## config.mk

```make
export PLATFORM = sky130hd
export DESIGN_NAME = spcp_fifo
export DESIGN_NICKNAME = d
export VERILOG_FILES = /design/src/hw/rtl/spcp_fifo.sv
export VERILOG_INCLUDE_DIRS = /design/src /design/src/hw/rtl
export SDC_FILE = /design/constraint.sdc
export NUM_CORES = 1
export LEC_CHECK = 0
export ABC_CLOCK_PERIOD_IN_PS = 1800
export BUFFER_PORTS_ARGS = -buffer_cell sky130_fd_sc_hd__clkbuf_2
export CAP_MARGIN = 10
export CORE_ASPECT_RATIO = 0.75
export CORE_UTILIZATION = 45
export CTS_CLUSTER_DIAMETER = 30
export CTS_CLUSTER_SIZE = 14
export DETAILED_ROUTE_END_ITERATION = 7
export GPL_ROUTABILITY_DRIVEN = 1
export PLACE_DENSITY = 0.72
export REMOVE_ABC_BUFFERS = 1
export SLEW_MARGIN = 20
export SYNTH_ARGS = -nofsm -noshare
export SYNTH_HDL_FRONTEND = slang
export SYNTH_SLANG_ARGS = --single-unit
```

## constraint.sdc

```tcl
create_clock -name i_clk -period 1.8 [get_ports i_clk]
set_input_delay 0.18 -clock i_clk [delete_from_list [all_inputs] [get_ports i_clk]]
set_output_delay 0.18 -clock i_clk [all_outputs]
set_load 0.1 [all_outputs]
```

## src/hw/rtl/shape_pair_collision_and_push_assert.svh

```systemverilog
`ifndef SHAPE_PAIR_COLLISION_AND_PUSH_ASSERT_SVH
`define SHAPE_PAIR_COLLISION_AND_PUSH_ASSERT_SVH

// Condition must never be seen outside reset.
`define SPCP_ASSERT_NEVER(lbl, cond, msg) \
lbl: assert property (@(posedge i_clk) disable iff (!i_rst_n) !(cond)) else $error(msg);

// Pre on one edge implies post on the next.
`define SPCP_ASSERT_NEXT(lbl, pre, post, msg) \
lbl: assert property (@(posedge i_clk) disable iff (!i_rst_n) (pre) |=> (post)) else $error(msg);

`endif

```

## src/hw/rtl/spcp_fifo.sv

```systemverilog
`timescale 1ns / 1ps
`default_nettype none

`include "shape_pair_collision_and_push_assert.svh"

module spcp_fifo #(
    parameter int W  = 8,
    parameter int AW = 2
) (
    input  logic         i_clk,
    input  logic         i_rst_n,
    input  logic         i_push,
    output logic         o_full,
    input  logic [W-1:0] i_data,
    output logic         o_empty,
    input  logic         i_pop,
    output logic [W-1:0] o_data
);

    localparam int DEPTH = 1 << AW;

    logic [W-1:0]  r_mem [0:DEPTH-1];
    logic [AW-1:0] r_wr;
    logic [AW-1:0] r_rd;
    logic [AW:0]   r_cnt;
    logic          w_push;
    logic          w_pop;

    assign o_full  = (r_cnt == (AW+1)'(DEPTH));
    assign o_empty = (r_cnt == '0);
    assign w_push  = i_push && !o_full;
    assign w_pop   = i_pop && !o_empty;
    assign o_data  = r_mem[r_rd];

    always_ff @(posedge i_clk) begin
        if (!i_rst_n) begin
            r_wr  <= '0;
            r_rd  <= '0;
            r_cnt <= '0;
        end else begin
            if (w_push) r_wr <= r_wr + 1'b1;
            if (w_pop)  r_rd <= r_rd + 1'b1;
            if (w_push && !w_pop)      r_cnt <= r_cnt + 1'b1;
            else if (w_pop && !w_push) r_cnt <= r_cnt - 1'b1;
        end
    end

    always_ff @(posedge i_clk) begin
        if (w_push) r_mem[r_wr] <= i_data;
    end

    `SPCP_ASSERT_NEVER(a_cnt_bound, r_cnt > (AW+1)'(DEPTH), "queue count above depth")
    `SPCP_ASSERT_NEXT(a_push_fills, w_push, !o_empty, "queue empty after a push")
    `SPCP_ASSERT_NEXT(a_last_pop, w_pop && !w_push && r_cnt == 1, o_empty,
        "queue not empty after last pop")

endmodule

`default_nettype wire

```

; After elaboration in Yosys (flattened, before gate mapping)
; Memories as Yosys holds them, arrays and structs flattened. A register that Yosys moved wholly into a read port is not among the register bits.
; Index checks and enable logic that the tools add are counted.
[totals]
regBits = 7
latch_bits = 0
ramBits = 32
mem_bits_ro = 0
in_bits = 12
out_inout_bits = 10
elab_cells = 25
memories = 1
[op_classes]
n_addsub = 4
mul = 0
div = 0
magnitude_cmp = 0
eq_ne = 1
shifts = 0
mux = 6
bitwise = 0
n_reduce_logical = 10
[mem_list]
columns = memory, words, word_bits, read_ports, rd_clocked_by_memory_dff, write_ports, line_no
row1 = r_mem, 4, 8, 1, 1, 1, spcp_fifo.sv:22  ; logic [W-1:0] r_mem [0:DEPTH-1];
[ops]
columns = op, n
row1 = $mux W3, 2
row2 = $add A2 B1 Y2 const B, 2
row3 = $logic_and A1 B1 Y1, 4
row4 = $logic_not A1 Y1, 4
row5 = $mux W2, 2
row6 = $add A3 B1 Y3 const B, 1
row7 = $eq A3 B3 Y1 const B, 1
row8 = $logic_not A3 Y1, 1
row9 = $sub A3 B1 Y3 const B, 1
row10 = $mux W1, 2
row11 = $reduce_bool A2 Y1, 1

; Depth between registers and ports, before layout
; Gate-level depths: netlist (run 1).
[depth]
word_depth = 7
mapped_depth = 9

; Least setup slack after synthesis (run 1)
; OpenSTA, ideal clock, no wires.
[synth_timing]
kind = register -> register
from = register r_cnt[2]
to = register r_cnt[2]
setup_time_ns = 0.070
t_arrival_ns = 2.887
t_required_ns = 1.730
slack_ns = -1.157
stages_incl_launch_ff = 10
n_path_buf = 1
period_less_slack_ns = 2.957
path_cell_list = dfxtp_1 nor3b_2 nor2b_1 buf_6 ha_1 inv_1 fa_1 xor2_1 or3_1 a21boi_1
[synth_between]
elab_chain_len = 6
elab_cells_between_ends = 15
classes_between = add/sub (2) / eq/ne (1) / mux (2) / reduce/logical (10)
[synth_rtl]
columns = item, line_no
row1 = from (decl), spcp_fifo.sv:25  ; logic [AW:0] r_cnt;
row2 = from (signal assigned), spcp_fifo.sv:43  ; if (w_push && !w_pop) r_cnt <= r_cnt + 1'b1;
row3 = from (signal assigned), spcp_fifo.sv:44  ; else if (w_pop && !w_push) r_cnt <= r_cnt - 1'b1;
row4 = $eq A3 B3 Y1 *, spcp_fifo.sv:29  ; assign o_full = (r_cnt == (AW+1)'(DEPTH));
row5 = named net o_full, spcp_fifo.sv:13  ; output logic o_full,
row6 = $logic_not A1 Y1 *, spcp_fifo.sv:31  ; assign w_push = i_push && !o_full;
row7 = $logic_and A1 B1 Y1 *, spcp_fifo.sv:31
row8 = named net w_push, spcp_fifo.sv:26  ; logic w_push;
row9 = $logic_not A1 Y1, spcp_fifo.sv:44
row10 = $logic_and A1 B1 Y1, spcp_fifo.sv:44
row11 = $reduce_bool A2 Y1 (no source line), -
; Mark *: on every way through the listed nets, which the timed path passes. The rest lies on a longest branch. The select of a mux whose other input is x is not followed.
; A chain may end at the register's enable or synchronous reset.

; Worst setup path after layout (run 1)
[layout_timing]
from = register r_cnt[2]
to = register r_cnt[2]
[layout_between]
elab_chain_len = 6
elab_cells_between_ends = 15
classes_between = add/sub (2) / eq/ne (1) / mux (2) / reduce/logical (10)
[layout_rtl]
columns = item
row1 = "parallel branches: the longest is 6 deep, another holds $sub A3 B1 Y3"
; Several ways; the timed one is not identified. The select of a mux whose other input is x is not followed.

==> results of run 1 <==
[state kept, by name, summed over array words and instances, names as in the netlist, named ones only]
name	count
r_rd	2
r_cnt	3
r_wr	2
r_mem	32
[cells by family after synthesis]
family | share of synthesized area [%]
fa+ha+maj | 5.04
xor+xnor | 2.14
mux | 12.8
compound gates | 2.06
simple gates | 6.18
buf+inv | 2.14
flops | 69.6
[power by group]
| part | leakage (uW) | switching (uW) | total, uW | internal, uW |
|---|---|---|---|---|
| Clock | 0.0000388 | 310 | 579 | 269 |
| Sequential | 0.000368 | 89.5 | 1260 | 1170 |
| Combinational | 0.000410 | 1160 | 1930 | 764 |
| Total | 0.000818 | 1560 | 3760 | 2200 |
[layout make-up]
class	count	area, sq um
fillers	241	1230
flip-flops and latches	41	1150
multi-input cells	42	477
repair buffers	42	383
clock buffers	6	72.6
well taps	40	50.0
clock inverters	2	11.3
inverters	3	11.3
[cell usage in the layout (no fill, tap or decap), drive strengths merged, types with 2 or more instances in the layout]
cell    count
and2        8
edfxtp     32
mux2i       3
nor2b       2
dfxtp       9
nand2       4
inv         3
xnor2       3
buf        29
clkbuf     19
ha          5
mux4        8
[metrics by stage]
| step | cell area [sq um] | TNS [ns] | setup WS (ns) | hold slack [ns] | std cells |
|---|---|---|---|---|---|
| finish | 2150 | -0.113 | -0.113 | 0.0946 | 176 |
| global route | 2150 | -0.192 | -0.192 | 0.107 | 176 |
| CTS | 2140 | -0.105 | -0.105 | 0.0863 | 175 |
| detailed placement | 2010 | -0.173 | -0.173 | 0.400 | 163 |
| global placement | 2010 | -0.0793 | -0.0793 | 0.393 | 163 |
| floorplan | 1620 | -30.99 | -1.28 | 0.279 | 86 |
[worst max-delay path, delay by kind of cell, from the launching register on]
kind            cells  cell delay, ns
flops               1            0.36
buf+inv             1            0.04
simple gates        3            0.62
xor+xnor            1            0.15
fa+ha+maj           2            0.55
compound gates      1            0.12
[worst max-delay path by stage]
stage              from        to  slack [ns]  cells after the start
2_1_floorplan  r_cnt[2]  r_cnt[2]       -1.28                      8
3_3_place_gp   r_cnt[2]  r_cnt[2]       -0.08                      8
3_5_place_dp   r_cnt[2]  r_cnt[2]       -0.17                      8
4_1_cts        r_cnt[2]  r_cnt[2]       -0.11                      8
5_1_grt        r_cnt[2]  r_cnt[2]       -0.19                      8
6_report       r_cnt[2]  r_cnt[2]       -0.11                      8
[synthesized netlist by cell type, drive strengths merged]
| cell type | number |
|---|---|
| edfxtp | 32 |
| dfxtp | 9 |
| and2 | 8 |
| mux4 | 8 |
| ha | 5 |
| nand2 | 4 |
| buf | 3 |
| inv | 3 |
| mux2i | 3 |
| xnor2 | 3 |
| nor2b | 2 |
| a21boi | 1 |
| clkbuf | 1 |
| fa | 1 |
| nor3 | 1 |
| nor3b | 1 |
| o21ai | 1 |
| o311ai | 1 |
| o31ai | 1 |
| or3 | 1 |
| xor2 | 1 |
[routing by layer]
metal  part of all wire, %  GRT usage, %  vias up  wire [um]
met5                     0             0        -          0
met2                    49          27.5       20       1380
met1                    44          19.1      426       1240
li1                      -             -      426          -
met4                   1.6          9.80        0         46
met3                   5.1          6.81        4        144
[repair_timing]
action,CTS,global route
gates resized for setup,7,0
setup buffers,4,1
setup endpoints to repair,1,33
pin swaps,3,1
==> impl_metrics.json, run 1 <==
{
  "status": "complete, but fails checks",
  "setup_slack_ns": -0.113,
  "yosysTopAreaCellShare_pct": 58.6,
  "end_kind": "flop",
  "timing.rr.start": "r_cnt[2]",
  "die_height_um": 54.3,
  "slowest_delay_ns": 0.36,
  "cp_data_required_time_ns": 2.02,
  "regToRegEndpoint": "r_cnt[2]",
  "syn_area_per_cell_sq_um": 18.2,
  "dr.pass1.iters": 4,
  "synth.distinct_cells": 23,
  "netlist_top_cells_area": "edfxtp_1 59%, dfxtp_1 11%, mux4_2 11%",
  "reg2regPathDepth": 8,
  "clk-insertion-delay-late_ns": 0.30,
  "rrSetupSlack_ns": -0.11,
  "drv_slew": 0,
  "dp_hpwl_mm": 1.95,
  "syn_to_final_growth_pct": 31.2,
  "seq_area_frac_synth_pct": 69.6,
  "layout-drive-gt1-share_pct": 46.3,
  "cts_buffers": 5,
  "cp_slowest_cell": "dfxtp_4",
  "grt_pass1_wl_mm": 4.46,
  "min_period_over_period_pct": 106,
  "track_usage_pct": 16.8,
  "worstHoldEndpoint": "r_mem[3][0]",
  "cp_cell_sequence": "nor3b_2 -> nor2b_1 -> ha_2 -> inv_2 -> fa_2 -> xor2_1 -> or3_1 -> a21boi_1",
  "gr-total-overflow": 0,
  "arrival_ns": 2.13,
  "dieArea_sq_um": 3890,
  "grt_pass1_vias": 936,
  "antenna_left": 0,
  "post-route-util_pct": 63.7,
  "core-area_sq_um": 3380,
  "antenna_found_initial": 0,
  "diodes": 0,
  "power_leakage_uw": 0.000818,
  "h-tree-depth": 2,
  "clock_path_buffers": 2,
  "portBuffers": 21,
  "fin_nets": 153,
  "grt_max_degree": 14,
  "p_per_area_nw_per_um2": 1750,
  "drt_iter0_drc": 45,
  "rsz0062_at_grt": "yes",
  "synth_top_cell_by_area": "edfxtp_1",
  "setup_viol": 1,
  "cts.sinks": 41,
  "hold_violations": 0,
  "via_per_inst": 4.98,
  "power_uw": 3760,
  "routabilityCongestion": 0.684,
  "cp-start-kind": "flop",
  "hp-class": "input port to flop",
  "drt-total-wl_mm": 2.81,
  "violations": "negative setup slack",
  "routedWlPerCell_um": 16.0,
  "hold_buffers": 0,
  "synth.cell_area_sq_um": 1640,
  "ir_drop_v": 0.000778,
  "num_io_pins": 22,
  "path_max_fanout": 3,
  "clock-root-buffer": "clkbuf_8",
  "min_path_cells": 1,
  "finalCriticalPeriod_ns": 1.91,
  "vias": 876,
  "synth_cells": 90,
  "row_count": 18,
  "max_freq_ghz": 0.523,
  "slew_headroom_pct": 63.9,
  "yosys_warnings": 0,
  "initial_core_util_pct": 48.5,
  "die_w_um": 71.7,
  "maxCapViolCount": 0,
  "drc_errors": 0,
  "criticalPathCategory": "flop to flop",
  "cts_tree": "done",
  "path_clk_slew_ns": 0.08,
  "ys_seq_elements": 41,
  "worst_pin_slew_ns": 0.543,
  "clock_skew_ns": 0.00705,
  "min_from": "i_data[0]"
}
Power figures use the tool's default switching activity.
==> inputs of run 2 (changes only) <==
--- a/config.mk
+++ b/config.mk
@@ -7,5 +7,5 @@
 export NUM_CORES = 1
 export LEC_CHECK = 0
-export ABC_CLOCK_PERIOD_IN_PS = 1800
+export ABC_CLOCK_PERIOD_IN_PS = 1690
 export BUFFER_PORTS_ARGS = -buffer_cell sky130_fd_sc_hd__clkbuf_2
 export CAP_MARGIN = 10
@@ -13,5 +13,5 @@
 export CORE_UTILIZATION = 45
 export CTS_CLUSTER_DIAMETER = 30
-export CTS_CLUSTER_SIZE = 14
+export CTS_CLUSTER_SIZE = 12
 export DETAILED_ROUTE_END_ITERATION = 7
 export GPL_ROUTABILITY_DRIVEN = 1
==> constraint.sdc (replaced) <==
create_clock -name i_clk -period 1.69 [get_ports i_clk]
set_input_delay 0.169 -clock i_clk [delete_from_list [all_inputs] [get_ports i_clk]]
set_output_delay 0.169 -clock i_clk [all_outputs]
set_load 0.01 [all_outputs]
==> run 2 against run 1 <==
  * The run still ends with negative setup slack left
  * Non-clock buffer count decreased by 4
  * Sequential share of layout area increased by 2.3 points
  * Sequential cell count unchanged
  * Worst hold slack got worse by 0.0076 ns
  * Fmax increased by 2.5%
  * Power decreased by 17%
  * Clock-buffer cell count unchanged
  * Setup slack got worse by 0.063 ns
  * Global-route usage decreased by 0.19 points
==> impl_metrics.json, run 2 (synthesized netlist as in run 1, its figures left out) <==
{
  "top_register": "r_mem",
  "hp-class": "input port to flop",
  "initial_core_util_pct": 48.5,
  "reg_top3": "r_mem (32), r_cnt (3)",
  "path_max_fanout": 4,
  "hold_buffers": 0,
  "timing.rr.start": "r_cnt[2]",
  "regToRegEndpoint": "r_cnt[2]",
  "drt-total-wl_mm": 2.80,
  "drv_slew": 0,
  "fin_nets": 149,
  "reg2regPathDepth": 8,
  "critPathLaunch": "r_cnt[2]",
  "num_io_pins": 22,
  "cp_cell_sequence": "nor3b_4 -> nor2b_2 -> ha_2 -> inv_2 -> fa_2 -> xor2_1 -> or3_1 -> a21boi_1",
  "dr.pass1.iters": 2,
  "min_path_cells": 1,
  "routabilityCongestion": 0.687,
  "via_per_inst": 5.16,
  "layout_commonest_cell": "edfxtp_1",
  "switchingPower_uw": 853,
  "antenna_found_initial": 0,
  "largest_reg_flops": 32,
  "syn_to_final_growth_pct": 26.0,
  "ir_drop_v": 0.00101,
  "slowest_delay_ns": 0.36,
  "rrSetupSlack_ns": -0.18,
  "p_int_uw": 2290,
  "antenna_left": 0,
  "whs_ns": 0.0870,
  "worstHoldEndpoint": "r_mem[0][0]",
  "violations": "negative setup slack",
  "min_period_over_period_pct": 110,
  "die_height_um": 54.3,
  "dp_hpwl_mm": 1.93,
  "post-place-ws_ns": -0.290,
  "core-area_sq_um": 3380,
  "clock_path_buffers": 2,
  "setup_viol": 2,
  "rsz0062_at_grt": "yes",
  "final_cell_area_sq_um": 2060,
  "cp-start-kind": "flop",
  "routedWlPerCell_um": 16.3,
  "cts.sinks": 41,
  "cts_buffers": 5,
  "gr-total-overflow": 0,
  "swShare_pct": 27.2,
  "clk-insertion-delay-late_ns": 0.29,
  "power_leakage_uw": 0.000777,
  "grt_pass1_vias": 882,
  "vias": 887,
  "slew_headroom_pct": 68.7,
  "clock-root-buffer": "clkbuf_8",
  "layout-drive-gt1-share_pct": 49.2,
  "layout_common_cells": "32 x edfxtp_1, 21 x clkbuf_2, 16 x buf_4",
  "criticalPathCategory": "flop to flop",
  "hold_violations": 0,
  "arrival_ns": 2.09,
  "maxCapViolCount": 0,
  "cts_tree": "done",
  "die_w_um": 71.7,
  "diodes": 0,
  "path_clk_slew_ns": 0.08,
  "status": "complete, but fails checks",
  "row_count": 18,
  "setup_slack_ns": -0.176,
  "dpl-instance-area_sq_um": 1890,
  "dieArea_sq_um": 3890,
  "end_kind": "flop",
  "cp_slowest_cell": "dfxtp_2",
  "finalCriticalPeriod_ns": 1.87,
  "drt_iter0_drc": 50,
  "ff_latch_area_sq_um": 1150,
  "min_from": "i_data[0]",
  "grt_max_degree": 14,
  "drc_errors": 0,
  "h-tree-depth": 2,
  "seqPwrFrac_pct": 43.5,
  "worst_pin_slew_ns": 0.468,
  "cp_data_required_time_ns": 1.92,
  "portBuffers": 21,
  "max_freq_ghz": 0.536,
  "final_cells": 172,
  "multi_input_area_sq_um": 489,
  "pwr-share-comb_pct": 30.9,
  "grt_pass1_wl_mm": 4.33,
  "power_frac_clock_pct": 25.6,
  "dp_cells": 161,
  "track_usage_pct": 16.6,
  "clock_skew_ns": 0.00611,
  "p_per_area_nw_per_um2": 1520,
  "fill_cells": 254
}
## run 2: cell types whose count changed in the layout (fill, tap and decap cells not counted), moves of 2 or more
cell,delta
dfxtp_1,-2
clkbuf_2,+8
buf_12,-7
dfxtp_2,+2
buf_4,-5
## run 2: area by class of cell
class                      count  area share, %
clock buffer                   6           4.00
clock inverter                 2           1.82
inverter                       3          0.545
multi-input combinational     42           23.7
sequential                    41           55.6
tap                           40           2.42
timing repair buffer          38           11.9
## run 2: metrics by stage
stage               utilization (%)  total power, uW  TNS [ns]
floorplan                         -             1860    -0.647
global placement               55.9             2220    -0.183
detailed placement             55.9             2270    -0.332
CTS                            60.7             3140    -0.186
global route                   61.1             3320    -0.410
finish                         61.1             3140    -0.222
## run 2: how the worst max path moves through the flow
stage               endpoint  slack, ns
global route        r_cnt[2]      -0.25
global placement    r_cnt[2]      -0.18
CTS                 r_cnt[2]      -0.17
floorplan           r_cnt[2]      -0.47
detailed placement  r_cnt[2]      -0.29
finish              r_cnt[2]      -0.18
## run 2: layer usage
metal / part of all wire (%) / track usage (%) / vias up
li1: - / - / 418
met1: 43 / 20.0 / 445
met2: 50 / 26.3 / 18
met3: 4.5 / 7.37 / 6
met4: 1.6 / 7.52 / 0
met5: 0 / 0 / -
## run 2: power by group through the flow
stage               clock network [uW]  registers (uW)  logic (uW)
detailed placement                   0            1360         905
finish                             804            1370         971
floorplan                            0            1370         483
CTS                                822            1370         951
global placement                     0            1350         870
global route                       872            1380        1070
## run 2: critical path: cells and delay by family (launching register included)
family,cells,cell delay [ns]
AOI/OAI and AO/OA,1,0.12
xor gates and xnor gates,1,0.15
adders and majority gates,2,0.53
buffers and inverters,1,0.04
DFF,1,0.36
and+or+nand+nor,3,0.60
## run 2: what timing repair did
action,4_1_cts,5_1_grt
buffers inserted,2,1
endpoints found under the setup margin,8,3
pin swaps,1,0
gates resized for setup,10,2
==> inputs of run 3 (changes only) <==
CORE_MARGIN = 1   (was default)
CORE_UTILIZATION = 33   (was 45)
PLACE_DENSITY = 0.57   (was 0.72)
==> run 3 against run 2 <==
  * The run still ends with negative setup slack left
  * Final cell count increased by 10%
  * Combinational power is 3.2% lower
  * Sequential share of layout area shrank 0.37 points
  * Worst hold slack lost 0.00052 ns
  * Clock power shrank 4.5%
==> impl_metrics.json, run 3 (synthesized netlist as in run 1, its figures left out) <==
{
  "die_height_um": 63.0,
  "max_freq_ghz": 0.520,
  "gr-total-overflow": 0,
  "dr.pass1.iters": 3,
  "reg_top3": "r_mem (32), r_cnt (3)",
  "fin_nets": 150,
  "clk-insertion-delay-late_ns": 0.30,
  "routedWlPerCell_um": 14.9,
  "antenna_found_initial": 0,
  "min_period_over_period_pct": 114,
  "dpl-instance-area_sq_um": 1920,
  "layout_common_cells": "32 x edfxtp_1, 20 x clkbuf_2, 17 x buf_4",
  "clock_path_buffers": 2,
  "diodes": 0,
  "drv_slew": 0,
  "vias": 875,
  "syn_to_final_growth_pct": 26.8,
  "initial_core_util_pct": 35.4,
  "rsz0062_at_grt": "yes",
  "grt_pass1_vias": 946,
  "path_clk_slew_ns": 0.08,
  "finalCriticalPeriod_ns": 1.92,
  "fill_cells": 412,
  "cts_tree": "done",
  "antenna_left": 0,
  "top_register": "r_mem",
  "cts_buffers": 5,
  "power_leakage_uw": 0.000777,
  "hold_violations": 0,
  "criticalPathCategory": "flop to flop",
  "slew_headroom_pct": 71.7,
  "grt_max_degree": 14,
  "setup_slack_ns": -0.232,
  "violations": "negative setup slack",
  "portBuffers": 21,
  "num_io_pins": 22,
  "clock-root-buffer": "clkbuf_8",
  "drt_iter0_drc": 43,
  "maxCapViolCount": 0,
  "layout-drive-gt1-share_pct": 48.9,
  "hp-class": "input port to flop",
  "via_per_inst": 4.61,
  "ff_latch_area_sq_um": 1150,
  "end_kind": "flop",
  "grt_pass1_wl_mm": 4.66,
  "arrival_ns": 2.15,
  "cp-start-kind": "flop",
  "path_max_fanout": 3,
  "die_w_um": 83.4,
  "drt-total-wl_mm": 2.82,
  "whs_ns": 0.0865,
  "multi_input_area_sq_um": 489,
  "cts.sinks": 41,
  "cp_data_required_time_ns": 1.92,
  "drc_errors": 0,
  "row_count": 21,
  "core-area_sq_um": 4620,
  "h-tree-depth": 2,
  "clock_skew_ns": 0.00973,
  "setup_viol": 1,
  "dieArea_sq_um": 5260,
  "hold_buffers": 0,
  "worst_pin_slew_ns": 0.424,
  "layout_commonest_cell": "edfxtp_1",
  "cp_slowest_cell": "dfxtp_4",
  "p_per_area_nw_per_um2": 1470,
  "largest_reg_flops": 32,
  "routabilityCongestion": 0.758,
  "power_uw": 3060,
  "ir_drop_v": 0.000582,
  "slowest_delay_ns": 0.37,
  "status": "complete, but fails checks",
  "final_cell_area_sq_um": 2080,
  "post-place-ws_ns": -0.297,
  "track_usage_pct": 12.3,
  "rrSetupSlack_ns": -0.23,
  "cp_cell_sequence": "nor3b_4 -> nor2b_2 -> ha_2 -> inv_2 -> fa_2 -> xor2_1 -> or3_1 -> a21boi_2",
  "post-route-util_pct": 44.9,
  "dp_hpwl_mm": 2.04
}
-- run 3: cell types whose count changed in the layout (fill, tap and decap cells not counted) --
cell | before | now
buf_2 | 0 | 1
buf_12 | 1 | 0
a21boi_1 | 1 | 0
a21boi_2 | 0 | 1
buf_4 | 16 | 17
mux2i_1 | 2 | 3
clkbuf_8 | 6 | 5
clkbuf_2 | 21 | 20
mux2i_2 | 1 | 0
clkinv_1 | 0 | 1
buf_8 | 0 | 1
-- run 3: final cells by class --
| type | instances | area share [%] |
|---|---|---|
| clock buffer | 5 | 3.31 |
| clock inverter | 3 | 1.99 |
| inverter | 3 | 0.542 |
| multi-input combinational | 42 | 23.5 |
| sequential | 41 | 55.3 |
| tap | 57 | 3.43 |
| timing repair buffer | 39 | 11.9 |
-- run 3: what timing repair did --
item | in CTS | in global routing
setup endpoints to repair | 3 | 4
setup buffers | 1 | 0
pin swaps | 4 | 0
gates resized for setup | 11 | 4
-- run 3: final timing paths --
kind | endpoint | start | cells after the start
worst max-delay path | r_cnt[2] | r_cnt[2] | 8
worst min-delay path | r_mem[3][2] | i_data[2] | 1
worst max register to register | r_cnt[2] | r_cnt[2] | 8
worst min register to register | r_wr[1] | r_wr[1] | 2
-- run 3: power breakdown --
| group | internal, uW | leakage [uW] | total (uW) | switching [uW] |
|---|---|---|---|---|
| Sequential | 1250 | 0.000369 | 1350 | 104 |
| Combinational | 529 | 0.000357 | 940 | 412 |
| Clock | 434 | 0.0000518 | 768 | 334 |
-- run 3: routing by layer --
| metal | routed length, um | global-route usage (%) | vias to the layer above |
|---|---|---|---|
| met2 | 1410 | 19.6 | 14 |
| met3 | 145 | 4.23 | 6 |
| met4 | 38 | 6.47 | 0 |
| met1 | 1220 | 14.9 | 433 |
| met5 | 0 | 0 | - |
| li1 | - | - | 422 |
-- run 3: critical path: cells and delay by family (launching register included) --
kind	cells	cell delay, ns
buf+inv	1	0.04
xor+xnor	1	0.15
compound gates	1	0.13
fa+ha+maj	2	0.55
flops	1	0.37
simple gates	3	0.60
-- run 3: through the flow --
step                std cells  setup TNS (ns)
floorplan                  86          -0.647
global placement          181          -0.202
detailed placement        181          -0.331
CTS                       190          -0.230
global route              190          -0.379
finish                    190          -0.232
